==> config.mk <==
export PLATFORM = sky130hd
export DESIGN_NAME = bsfm_ctrl
export DESIGN_NICKNAME = d
export VERILOG_FILES = /design/src/rtl/bsfm_pkg.sv /design/src/rtl/bsfm_ctrl.sv
export SDC_FILE = /design/constraint.sdc
export NUM_CORES = 1
export LEC_CHECK = 0
export BUFFER_PORTS_ARGS = -buffer_cell sky130_fd_sc_hd__buf_4
export CAP_MARGIN = 20
export CORE_AREA = 2 2 39 41
export CTS_CLUSTER_SIZE = 24
export DETAILED_ROUTE_END_ITERATION = 6
export DIE_AREA = 0 0 41 43
export PLACE_DENSITY_LB_ADDON = 0.08
export SETUP_SLACK_MARGIN = 0.3
export SLEW_MARGIN = 10
export SYNTH_ARGS = -nofsm -noshare
export SYNTH_HDL_FRONTEND = slang
export SYNTH_SLANG_ARGS = --single-unit
==> constraint.sdc <==
create_clock -name clk -period 1.55 [get_ports clk]
set_input_delay 0.31 -clock clk [delete_from_list [all_inputs] [get_ports clk]]
set_output_delay 0.31 -clock clk [all_outputs]
set_load 0.02 [all_outputs]
==> src/rtl/bsfm_pkg.sv <==
// ----------------------------------------------------------------------------
// bsfm_pkg
// Shared widths, operation codes and controller/datapath link types of the
// byte stack with frame marks.
// ----------------------------------------------------------------------------
`default_nettype none

package bsfm_pkg;

	// Field widths of the request and result channels
	localparam int KIND_W  = 3;
	localparam int BYTE_W  = 8;
	localparam int LEN_W   = 17;
	localparam int SIZE_W  = 17;
	localparam int DEPTH_W = 9;

	// Default sizing
	localparam int DEF_STACK_BYTES = 65536;
	localparam int DEF_MARK_DEPTH  = 256;
	localparam int DEF_MAX_POP_OUT = 64;

	// Request kinds
	localparam logic [KIND_W-1:0] KIND_MARK    = 3'd0;
	localparam logic [KIND_W-1:0] KIND_BACK    = 3'd1;
	localparam logic [KIND_W-1:0] KIND_PUSH    = 3'd2;
	localparam logic [KIND_W-1:0] KIND_RESERVE = 3'd3;
	localparam logic [KIND_W-1:0] KIND_POP     = 3'd4;
	localparam logic [KIND_W-1:0] KIND_CLEAR   = 3'd5;

	// Controller to datapath commands
	typedef struct packed {
		logic mark;       // save pointer on the mark stack
		logic back_zero;  // back with no mark stored
		logic back_rd;    // read the top mark
		logic back_fin;   // restore pointer from the mark read
		logic push;       // write one byte
		logic reserve;    // advance pointer
		logic pop_start;  // lower pointer, issue first byte read
		logic clear;      // empty both stacks
		logic status_ld;  // load a status result into the output register
		logic pop_ld;     // load a popped byte into the output register
	} bsfm_cmd_t;

	// Datapath to controller status
	typedef struct packed {
		logic marks_empty;
		logic pop_last;
	} bsfm_status_t;

endpackage

`default_nettype wire

==> src/rtl/bsfm_ctrl.sv <==
// ----------------------------------------------------------------------------
// bsfm_ctrl
// Controller: request decode, back and pop sequencing, output valid.
// ----------------------------------------------------------------------------
`default_nettype none

module bsfm_ctrl
	import bsfm_pkg::*;
(
	input  logic              clk,
	input  logic              arst_n,
	input  logic              in_valid,
	output logic              in_ready,
	input  logic [KIND_W-1:0] in_kind,
	input  logic              len_zero,
	output logic              out_valid,
	input  logic              out_ready,
	input  bsfm_status_t      status,
	output bsfm_cmd_t         cmd
);

	localparam logic [1:0] ST_IDLE = 2'd0;
	localparam logic [1:0] ST_BACK = 2'd1;
	localparam logic [1:0] ST_POP  = 2'd2;

	logic [1:0] state_q, state_d;
	logic       out_valid_q;
	logic       out_free;
	logic       accept;

	assign out_free  = !out_valid_q || out_ready;
	assign in_ready  = (state_q == ST_IDLE) && out_free;
	assign accept    = in_valid && in_ready;
	assign out_valid = out_valid_q;

	always_comb begin
		cmd     = '0;
		state_d = state_q;
		unique case (state_q)
			ST_IDLE: begin
				if (accept) begin
					unique case (in_kind)
						KIND_MARK: begin
							cmd.mark      = 1'b1;
							cmd.status_ld = 1'b1;
						end
						KIND_BACK: begin
							if (status.marks_empty) begin
								cmd.back_zero = 1'b1;
								cmd.status_ld = 1'b1;
							end else begin
								cmd.back_rd = 1'b1;
								state_d     = ST_BACK;
							end
						end
						KIND_PUSH: begin
							cmd.push      = 1'b1;
							cmd.status_ld = 1'b1;
						end
						KIND_RESERVE: begin
							cmd.reserve   = 1'b1;
							cmd.status_ld = 1'b1;
						end
						KIND_POP: begin
							cmd.pop_start = 1'b1;
							if (len_zero) begin
								cmd.status_ld = 1'b1;
							end else begin
								state_d = ST_POP;
							end
						end
						KIND_CLEAR: begin
							cmd.clear     = 1'b1;
							cmd.status_ld = 1'b1;
						end
						default: begin
							cmd.status_ld = 1'b1;
						end
					endcase
				end
			end
			ST_BACK: begin
				if (out_free) begin
					cmd.back_fin  = 1'b1;
					cmd.status_ld = 1'b1;
					state_d       = ST_IDLE;
				end
			end
			ST_POP: begin
				// emit one byte per free output slot; the datapath fetches the next
				if (out_free) begin
					cmd.pop_ld = 1'b1;
					if (status.pop_last) begin
						state_d = ST_IDLE;
					end
				end
			end
			default: begin
				state_d = ST_IDLE;
			end
		endcase
	end

	always_ff @(posedge clk or negedge arst_n) begin
		if (!arst_n) begin
			state_q     <= ST_IDLE;
			out_valid_q <= 1'b0;
		end else begin
			state_q <= state_d;
			if (cmd.status_ld || cmd.pop_ld) begin
				out_valid_q <= 1'b1;
			end else if (out_ready) begin
				out_valid_q <= 1'b0;
			end
		end
	end

endmodule

`default_nettype wire

==> impl_results.md, run 1 <==
- Gr ovfl total: 0
- CP Max Fanout: 2
- Compound-Gate Fraction of Synth Area: 0.1176
- Number of synthesized register bits: 3
- Syn Std Cell Area: between 200 and 300 sq um
- Diodes inserted: 0
- Crit path time final: approximately 1.7 ns
- VDD IR-drop max: 270.9 uV
- Setup crit end kind: primary output
- Post-Synth XOR/XNOR Area: 0
- Final setup viols: 7
- Main combinational cell family by area after synthesis: simple AND/OR/NAND/NOR gates
- Worst Setup Path Type: primary input to primary output
- Syn-to-layout area delta: 188.2%
- CTS tree: yes
- Post-placement cell area: roughly 550 sq um
- Top post-synthesis cells by area: dfrtp_1 (29%), nor2_1 (10%), nand2b_1 (9.8%), nor3_1 (7.8%), or4b_1 (7.8%)
- Async S/R FF share, synth: 1.000
- Nets: between 80 and 90
- Simple-gate portion of the synthesized area: 0.5735
- Hold WS: between 0.3 and 0.4 ns
- Setup crit start kind: primary input
- DRT antenna net count: 0
- Ys Warns: 0
- Synthesized instance count: 33
- Clk sink count: 3
- Syn_area_per_cell: 7.735 sq um
- Full die area: 1763 sq um
- Fillers: between 100 and 150
- Finished Layout Cells: 89
- Slew at the pin with the worst max-slew slack: ~0.27 ns
- Max_slew headroom: 0.8218
- Crit share post-route: 1.076
- Die Ht: ~43 microns
- Reg2reg path depth: 5
- WHS Path Cells: 3
- Commonest cells post-synth: nor2_1 (7), nand2b_1 (4), nor3_1 (4)
- First DRT Iteration DRCs: 4
- Total track usage: 0.1308
- Clock Root Buffer: clkbuf_4
- CTS clk-pin slew, worst paths: roughly 0.030 ns
- Port-buffer cells: 21
- Initial antenna violation count: 0
- Largest net degree at the start of global routing: 7
- Wirelength per Cell: roughly 11 microns
- First-pass GRT wire length: 1552 microns
- Clock latency at the later pin of the worst-skew pair: around 0.23 ns
- Worst path arrival time: approximately 1.4 ns
- I/O pin count: 22
- Unique masters post-synth: 16
- Worst slack, placed: -0.1433 ns
- Hpwl dp: just over 700 microns
- Register area share after synthesis: 0.2941
- Worst reg-to-reg setup slack: approximately 0.25 ns
- Top cell type's share of synthesized area: 0.2941
- PnR Total Power: ~430 uW
- Outcome: finished, violations left
- Initial Util: 0.1844
- Hold_sp: len_zero
- Synth Area in Adders: 0
- Count leader, synth: nor2_1
- Unrepaired setup endpoints after global routing: yes
- Vias post-DR: about 400
- Power density cells: between 500 and 600 nW/um^2
- Worst Clk Skew: around 0.00014 ns
- Cell taking the most area after synthesis: dfrtp_1
- Final Hold Fails: 0
- Post-synth EDFFs: 0
- Die W: approximately 41 microns
- Core Area: ~1400 sq um
- Post-DR vias/cell: approximately 4.6
- CTS H-tree depth: 1
- Drt total wl: between 900 and 1000 microns
- RR Startpoint: out_valid
- Reg-to-reg endpoint: state_q[1]
- Hold endpoint: state_q[1]
- CTS buffer count: 3
- Pleak: 0.3260 nW
- Nets in the synthesized netlist: 43
- DRC Markers: 0
- FP Rows: 14
- Highest Clock Rate: approximately 0.6 GHz
- Final Max Slew Viols: 0
- Violated checks: setup timing
- Mux cell area share after synthesis: 0
- Max_cap viols: 0
- Final setup margin: -0.1179 ns
- GP Congestion: roughly 0.69
- Layout cell share with drive strength beyond 1: 0.8219
- Worst Hold Class: primary input to flop
- Drt first pass iters: 3
- Vias in the first global route: around 390
- Placed insts: between 70 and 80
- CTS Buffer Depth: 2
- Synth Flop Type: dfrtp_1
- Worst path required time: ~1.2 ns
- Final Instance Area: around 740 sq um
layout make-up:
| type | count | area (sq um) | area share |
|---|---|---|---|
| clock buffers | 4 | 26.28 | 0.03571 |
| inverters | 1 | 3.754 | 0.005102 |
| multi-input cells | 29 | 295.3 | 0.4014 |
| flip-flops and latches | 3 | 76.32 | 0.1037 |
| well taps | 16 | 20.02 | 0.02721 |
| repair buffers | 36 | 314.1 | 0.4269 |
logic make-up (layout without fill, tap and decap cells):
kind of cell / Yosys count / count (layout)
AND/OR/NAND/NOR: 25 / 25
AO/OA/AOI/OAI: 4 / 4
flip-flops: 3 / 3
buffers and inverters: 1 / 41
report_power, final:
part | total [mW] | internal [mW] | switching, mW
sequential | 0.0918 | 0.0856 | 0.00624
combinational | 0.201 | 0.110 | 0.0917
clock | 0.137 | 0.0965 | 0.0406
total | 0.430 | 0.292 | 0.138
metal layers:
| metal | up-vias | routed length, microns | GRT usage |
|---|---|---|---|
| met3 | 0 | 111 | 0.05759 |
| met4 | 0 | 0 | 0.06000 |
| li1 | 206 | - | - |
| met5 | - | 0 | 0 |
| met2 | 21 | 515 | 0.2031 |
| met1 | 178 | 365 | 0.1456 |
repair_timing:
item                                    in CTS  in global routing
endpoints found under the setup margin      11                 13
pin swaps                                    8                  1
hold buffers                                 1                  0
buffers inserted                             4                  2
endpoints found under the hold margin        3                  0
resized for setup                           19                  5
stage by stage:
step / util / TNS (ns)
2_1_floorplan: - / 0
3_3_place_gp: 0.3951 / -0.1441
3_5_place_dp: 0.3951 / -0.1433
4_1_cts: 0.5018 / -0.3511
5_1_grt: 0.5316 / -0.7791
6_report: 0.5316 / -0.3472
layout by cell type, fill, tap and decap left out:
cell type / instances
a21o_1: 1
a31oi_4: 1
and2b_2: 1
buf_4: 24
buf_6: 11
clkbuf_1: 1
clkbuf_4: 3
dfrtp_1: 2
dfrtp_2: 1
dlygate4sd3_1: 1
inv_1: 1
nand2_1: 1
nand2b_1: 1
nand2b_4: 3
nand4_1: 2
nand4b_1: 2
nor2_2: 5
nor2_4: 2
nor3_2: 3
nor3_4: 1
nor3b_2: 1
o31ai_4: 1
o32ai_1: 1
or2_2: 1
or4b_4: 2
flip-flops by register name, summed over array words and instances (netlist names):
| register | count |
|---|---|
| out_valid | 1 |
| state_q | 2 |
worst max path at each step:
stage | from | to | slack (ns) | cells past startpoint
global placement | in_kind[1] | cmd[1] | -0.14 | 5
finish | status[1] | cmd[1] | -0.12 | 5
global route | out_valid | cmd[5] | -0.16 | 5
floorplan | out_valid | cmd[5] | 0.002 | 3
CTS | status[1] | cmd[1] | -0.11 | 5
detailed placement | in_kind[1] | cmd[1] | -0.14 | 5
critical path: stages:
cell	delay, ns
buf_6	0.09
or4b_4	0.55
a31oi_4	0.19
nor3_2	0.06
buf_4	0.15
Power figures use the tool's default switching activity.
==> inputs of run 2 (changes only) <==
Settings changed: CELL_PAD_IN_SITES_DETAIL_PLACEMENT set to 0, CELL_PAD_IN_SITES_GLOBAL_PLACEMENT set to 2, CORE_AREA 2 2 39 41 to not set, CORE_MARGIN set to 2, CORE_UTILIZATION set to 16, DIE_AREA 0 0 41 43 to not set.
==> impl_results.md, run 2 (synthesis gave the netlist of run 1 again) <==
- Outcome: finished, violations left (unchanged)
- Violated checks: setup timing (unchanged)
- Post-DR vias/cell: 4.701 (was 4.551)
- Final Hold Fails: 0 (unchanged)
- CP Max Fanout: 2 (unchanged)
- Layout cell share with drive strength beyond 1: 0.8169 (was 0.8219)
- Reg2reg path depth: 4 (was 5)
- Family with the most delay on the worst path: simple AND/OR/NAND/NOR gates (unchanged)
- CTS clk-pin slew, worst paths: 0.03 ns (about the same)
- Logic pwr share: 0.457 (was 0.468)
- CP max stage cell: or4b_4 (unchanged)
- Final Max Slew Viols: 0 (unchanged)
- CTS tree: yes (unchanged)
- Total stage count of the critical path: 5 (unchanged)
- Die W: 43.94 microns (was 41 microns)
- Final setup margin: -0.1200 ns (was -0.1179 ns)
- GP Congestion: 0.7011 (was 0.6921)
- Setup crit end kind: primary output (unchanged)
- Clock power share: 0.333 (was 0.319)
- Worst path required time: 1.24 ns (about the same)
- I/O pin count: 22 (unchanged)
- Clk sink count: 3 (unchanged)
- Crit path time final: 1.670 ns (was 1.668 ns)
- WHS Path Cells: 2 (was 3)
- FP Rows: 14 (unchanged)
- Core Area: 1506 sq um (was 1384 sq um)
- Worst path arrival time: 1.36 ns (about the same)
- Commonest non-fill, non-tap cell in the layout: buf_4 (unchanged)
- Most frequent cells in the layout: buf_4 (20), buf_6 (13), nor2_4 (4) (was buf_4 (24), buf_6 (11), nor2_2 (5))
- First DRT Iteration DRCs: 3 (was 4)
- Max_slew headroom: 0.8118 (was 0.8218)
- Die Ht: 43.94 microns (was 43 microns)
- Max_cap viols: 0 (unchanged)
- Syn-to-layout area delta: 189.2% (was 188.2%)
- Final Util: 0.4900 (was 0.5316)
- Drt first pass iters: 2 (was 3)
- Unrepaired setup endpoints after global routing: yes (unchanged)
- CP Buf/Inv Count: 2 (unchanged)
- Full die area: 1931 sq um (was 1763 sq um)
- CP max stage delay: 0.55 ns (about the same)
- Initial Util: 0.1694 (was 0.1844)
- Final setup viols: 9 (was 7)
- Sequential share of power: 0.210 (was 0.213)
- DRC Markers: 0 (unchanged)
- Setup crit start kind: primary input (unchanged)
- Biggest register: state_q (unchanged)
- Switching Fraction: 0.3415 (was 0.3219)
- Gr ovfl total: 0 (unchanged)
- Total track usage: 0.1291 (was 0.1308)
- Fillers: 153 (was 134)
- Drt total wl: 1154 microns (was 992 microns)
- Sw Pwr: 149.0 uW (was 138.5 uW)
- Nets: 82 (was 84)
- DRT antenna net count: 0 (unchanged)
- Clock Root Buffer: clkbuf_4 (unchanged)
- Largest register FFs: 2 (unchanged)
- Post-Route Setup TNS: -0.4357 ns (was -0.3472 ns)
- Final Instance Area: 738.2 sq um (was 735.7 sq um)
- Post-placement cell area: 539.3 sq um (was 546.8 sq um)
- PnR Total Power: 436.4 uW (was 430.2 uW)
- Int Power: 287.4 uW (was 291.7 uW)
- Worst Clk Skew: 0.01098 ns (was 0.0001384 ns)
- Vias post-DR: 409 (was 405)
- CTS Buffer Depth: 2 (unchanged)
- VDD IR-drop max: 271.4 uV (was 270.9 uV)
- Worst Setup Path Type: primary input to primary output (unchanged)
- Largest net degree at the start of global routing: 7 (unchanged)
- CTS buffer count: 3 (unchanged)
- Highest Clock Rate: 0.5988 GHz (was 0.5995 GHz)
- First-pass GRT wire length: 1835 microns (was 1552 microns)
- Worst path cell trace: buf_6 > or4b_4 > a31oi_4 > nor3_2 > buf_4 (unchanged)
- Clock latency at the later pin of the worst-skew pair: 0.25 ns (was 0.23 ns)
- Pleak: 0.3205 nW (was 0.3260 nW)
- Crit share post-route: 1.077 (was 1.076)
- Wirelength per Cell: 13.26 microns (was 11.15 microns)
- Worst slack, placed: -0.1627 ns (was -0.1433 ns)
- Initial antenna violation count: 0 (unchanged)
- Slew at the pin with the worst max-slew slack: 0.2823 ns (was 0.2673 ns)
- CTS H-tree depth: 1 (unchanged)
- Power density cells: 591.1 nW/um^2 (was 584.7 nW/um^2)
- Hpwl dp: 807 microns (was 725.8 microns)
- Worst Hold Class: primary input to flop (unchanged)
- Diodes inserted: 0 (unchanged)
- Vias in the first global route: 429 (was 389)
- Port-buffer cells: 21 (unchanged)
==> run 2: cell types whose count changed in the layout (fill, tap and decap cells not counted), sizes merged <==
cell,before,now
buf,35,33
==> run 2: what timing repair did <==
action	in CTS	in global routing
hold endpoints to repair	3	0
pin swaps	11	6
setup endpoints to repair	11	13
buffers inserted	3	2
hold buffers	1	0
gates resized for setup	22	6
==> run 2: final timing paths <==
kind	start	endpoint	slack [ns]
worst max-delay path	len_zero	cmd[1]	-0.12
worst min-delay path	len_zero	state_q[1]	0.25
worst max register to register	out_valid	state_q[1]	0.36
worst min register to register	out_valid	out_valid	0.70
max in group asynchronous	arst_n	state_q[1]	1.05
min in group asynchronous	arst_n	out_valid	0.40
==> run 2: layer usage <==
| layer | vias up | GRT usage | share of wire |
|---|---|---|---|
| met5 | - | 0 | 0 |
| met1 | 190 | 0.1310 | 0.36 |
| met2 | 15 | 0.2412 | 0.56 |
| met4 | 0 | 0.03636 | 0.0087 |
| li1 | 201 | - | - |
| met3 | 3 | 0.05000 | 0.072 |
==> run 2: through the flow <==
step                std cells  hold slack, ns
detailed placement         77          0.1024
finish                     87          0.2544
global route               87          0.2520
CTS                        85          0.2692
floorplan                  33         0.01441
global placement           77         0.09893
==> run 2: power by group through the flow <==
| stage | Combinational, mW | Sequential (mW) | Clock (mW) |
|---|---|---|---|
| 2_1_floorplan | 0.0652 | 0.0982 | 0 |
| 3_3_place_gp | 0.144 | 0.0920 | 0 |
| 3_5_place_dp | 0.146 | 0.0926 | 0 |
| 4_1_cts | 0.187 | 0.0918 | 0.147 |
| 5_1_grt | 0.212 | 0.0923 | 0.153 |
| 6_report | 0.199 | 0.0916 | 0.145 |
==> run 2: layout make-up <==
cell class              instances  area (sq um)  area share
flip-flops and latches          3         76.32      0.1034
repair buffers                 34         306.5      0.4153
multi-input cells              29         305.3      0.4136
clock buffers                   4         26.28     0.03559
inverters                       1         3.754    0.005085
well taps                      16         20.02     0.02712
==> inputs of run 3 (changes only) <==
--- a/config.mk
+++ b/config.mk
@@ -7,9 +7,8 @@
 export LEC_CHECK = 0
 export BUFFER_PORTS_ARGS = -buffer_cell sky130_fd_sc_hd__buf_4
-export CAP_MARGIN = 20
 export CELL_PAD_IN_SITES_DETAIL_PLACEMENT = 0
 export CELL_PAD_IN_SITES_GLOBAL_PLACEMENT = 2
 export CORE_MARGIN = 2
-export CORE_UTILIZATION = 16
+export CORE_UTILIZATION = 14
 export CTS_CLUSTER_SIZE = 24
 export DETAILED_ROUTE_END_ITERATION = 6
==> constraint.sdc (replaced) <==
create_clock -name clk -period 1.5 [get_ports clk]
set_input_delay 0.075 -clock clk [delete_from_list [all_inputs] [get_ports clk]]
set_output_delay 0.075 -clock clk [all_outputs]
set_load 0.02 [all_outputs]
==> impl_results.md, run 3 (synthesis gave the netlist of run 1 again) <==
- Unrepaired setup endpoints after global routing: yes (unchanged)
- Worst path required time: 1.42 ns (was 1.24 ns)
- Total track usage: 0.1181 (was 0.1291)
- Final setup viols: 0 (was 9)
- Worst path arrival time: 1.36 ns (about the same)
- VDD IR-drop max: 212.4 uV (was 271.4 uV)
- Worst reg-to-reg setup slack: 0.37 ns (was 0.36 ns)
- Die Ht: 46.70 microns (was 43.94 microns)
- CTS buffer count: 3 (unchanged)
- GP Congestion: 0.6929 (was 0.7011)
- Int Power: 278.5 uW (was 287.4 uW)
- WHS Path Cells: 2 (unchanged)
- Hpwl dp: 772.4 microns (was 807 microns)
- Vias post-DR: 397 (was 409)
- Worst Setup Path Type: flop to primary output (was primary input to primary output)
- Drt first pass iters: 3 (was 2)
- CTS H-tree depth: 1 (unchanged)
- CP Max Fanout: 6 (was 2)
- Hold_sp: len_zero (unchanged)
- Power density cells: 667.5 nW/um^2 (was 591.1 nW/um^2)
- Slew at the pin with the worst max-slew slack: 0.2544 ns (was 0.2823 ns)
- Switching Fraction: 0.3251 (was 0.3415)
- Clock latency at the later pin of the worst-skew pair: 0.23 ns (was 0.25 ns)
- DRT antenna net count: 0 (unchanged)
- RR Startpoint: state_q[0] (was out_valid)
- Finished Layout Cells: 91 (was 87)
- Max_cap viols: 0 (unchanged)
- DRC Markers: 0 (unchanged)
- Hold endpoint: state_q[1] (unchanged)
- Worst Hold Class: primary input to flop (unchanged)
- First-pass GRT wire length: 1752 microns (was 1835 microns)
- Most frequent cells in the layout: buf_4 (22), buf_6 (6), nor2_1 (4) (was buf_4 (20), buf_6 (13), nor2_4 (4))
- Setup crit start kind: flop (was primary input)
- Largest net degree at the start of global routing: 7 (unchanged)
- Full die area: 2181 sq um (was 1931 sq um)
- I/O pin count: 22 (unchanged)
- Sw Pwr: 134.1 uW (was 149.0 uW)
- Final Max Slew Viols: 0 (unchanged)
- Core Area: 1727 sq um (was 1506 sq um)
- Vias in the first global route: 421 (was 429)
- Post-placement cell area: 479.2 sq um (was 539.3 sq um)
- Port-buffer cells: 21 (unchanged)
- Die W: 46.70 microns (was 43.94 microns)
- Drt total wl: 1055 microns (was 1154 microns)
- Clock power share: 0.345 (was 0.333)
- Reg2reg path depth: 4 (unchanged)
- Wirelength per Cell: 11.59 microns (was 13.26 microns)
- Sequential share of power: 0.231 (was 0.210)
- Crit path time final: 1.437 ns
- Commonest non-fill, non-tap cell in the layout: buf_4 (unchanged)
- Outcome: completed (was finished, violations left)
- Setup crit end kind: primary output (unchanged)
- Final Instance Area: 618.1 sq um (was 738.2 sq um)
- Initial Util: 0.1478 (was 0.1694)
- Largest register FFs: 2 (unchanged)
- Syn-to-layout area delta: 142.2% (was 189.2%)
- Highest Clock Rate: around 0.70 GHz
- Layout cell share with drive strength beyond 1: 0.6667 (was 0.8169)
- Diodes inserted: 0 (unchanged)
- Fillers: 202 (was 153)
- Clock Root Buffer: clkbuf_4 (unchanged)
- First DRT Iteration DRCs: 3 (unchanged)
- Gr ovfl total: 0 (unchanged)
- Placed insts: 79 (was 77)
- Pleak: 0.2833 nW (was 0.3205 nW)
- Initial antenna violation count: 0 (unchanged)
- Biggest register: state_q (unchanged)
- CTS Buffer Depth: 2 (unchanged)
- Crit share post-route: 0.9580
- CTS tree: yes (unchanged)
- Clk sink count: 3 (unchanged)
- Final Hold Fails: 0 (unchanged)
- Max_slew headroom: 0.8304 (was 0.8118)
- Nets: 77 (was 82)
- CTS clk-pin slew, worst paths: 0.04 ns (was 0.03 ns)
- Logic pwr share: 0.424 (was 0.457)
- Reg-to-reg endpoint: state_q[0] (was state_q[1])
- Post-Route Setup TNS: 0 ns (was -0.4357 ns)
- Worst Clk Skew: 0.001709 ns (was 0.01098 ns)
- Post-DR vias/cell: 4.363 (was 4.701)
- FP Rows: 15 (was 14)
run 3: worst max path at each step:
| stage | startpoint | end | slack [ns] | depth (start not counted) |
|---|---|---|---|---|
| after floorplan | out_valid | cmd[5] | 0.19 | 3 |
| after global placement | state_q[1] | cmd[7] | 0.10 | 4 |
| after detailed placement | state_q[1] | cmd[5] | 0.05 | 4 |
| after CTS | state_q[1] | cmd[5] | 0.06 | 5 |
| after global routing | state_q[0] | cmd[5] | -0.03 | 5 |
| final | state_q[0] | cmd[5] | 0.06 | 5 |
run 3: critical path, cell delays in order (launching register included):
cell	delay, ns
dfrtp_1	0.38
nor2_2	0.14
nand4b_1	0.13
buf_6	0.16
nor3b_4	0.17
buf_6	0.14
run 3: cell type report:
| class | instances | area (sq um) | area share |
|---|---|---|---|
| multi-input combinational | 29 | 237.7 | 0.3846 |
| clock buffer | 4 | 26.28 | 0.04251 |
| sequential | 3 | 76.32 | 0.1235 |
| timing repair buffer | 29 | 242.7 | 0.3927 |
| tap | 25 | 31.28 | 0.05061 |
| inverter | 1 | 3.754 | 0.006073 |
run 3: power by group through the flow:
stage / clock [mW] / sequential (mW) / combinational [mW]
global placement: 0 / 0.0967 / 0.131
finish: 0.142 / 0.0951 / 0.175
global route: 0.160 / 0.0958 / 0.189
detailed placement: 0 / 0.0972 / 0.130
floorplan: 0 / 0.102 / 0.0621
CTS: 0.152 / 0.0949 / 0.163
run 3: repair_timing:
action	CTS	global route
pin swaps	5	3
hold buffers	1	0
buffers inserted	6	1
endpoints found under the setup margin	12	12
gates resized for setup	6	8
endpoints found under the hold margin	3	0
run 3: stage by stage:
step / util / setup WS (ns) / hold WS [ns] / power (mW)
after floorplan: - / 0.1874 / -0.2206 / 0.1637
after global placement: 0.2775 / 0.1002 / -0.1340 / 0.2273
after detailed placement: 0.2775 / 0.04749 / -0.1352 / 0.2276
after CTS: 0.3362 / 0.06115 / 0.03430 / 0.4093
after global routing: 0.3580 / -0.03012 / 0.03336 / 0.4448
final: 0.3580 / 0.06307 / 0.03957 / 0.4126
run 3: layer usage:
metal / GRT usage / vias to the layer above / wire length, microns
li1: - / 189 / -
met4: 0.1000 / 0 / 0
met5: 0 / - / 0
met2: 0.1917 / 17 / 540
met3: 0.01569 / 0 / 74
met1: 0.1358 / 191 / 440
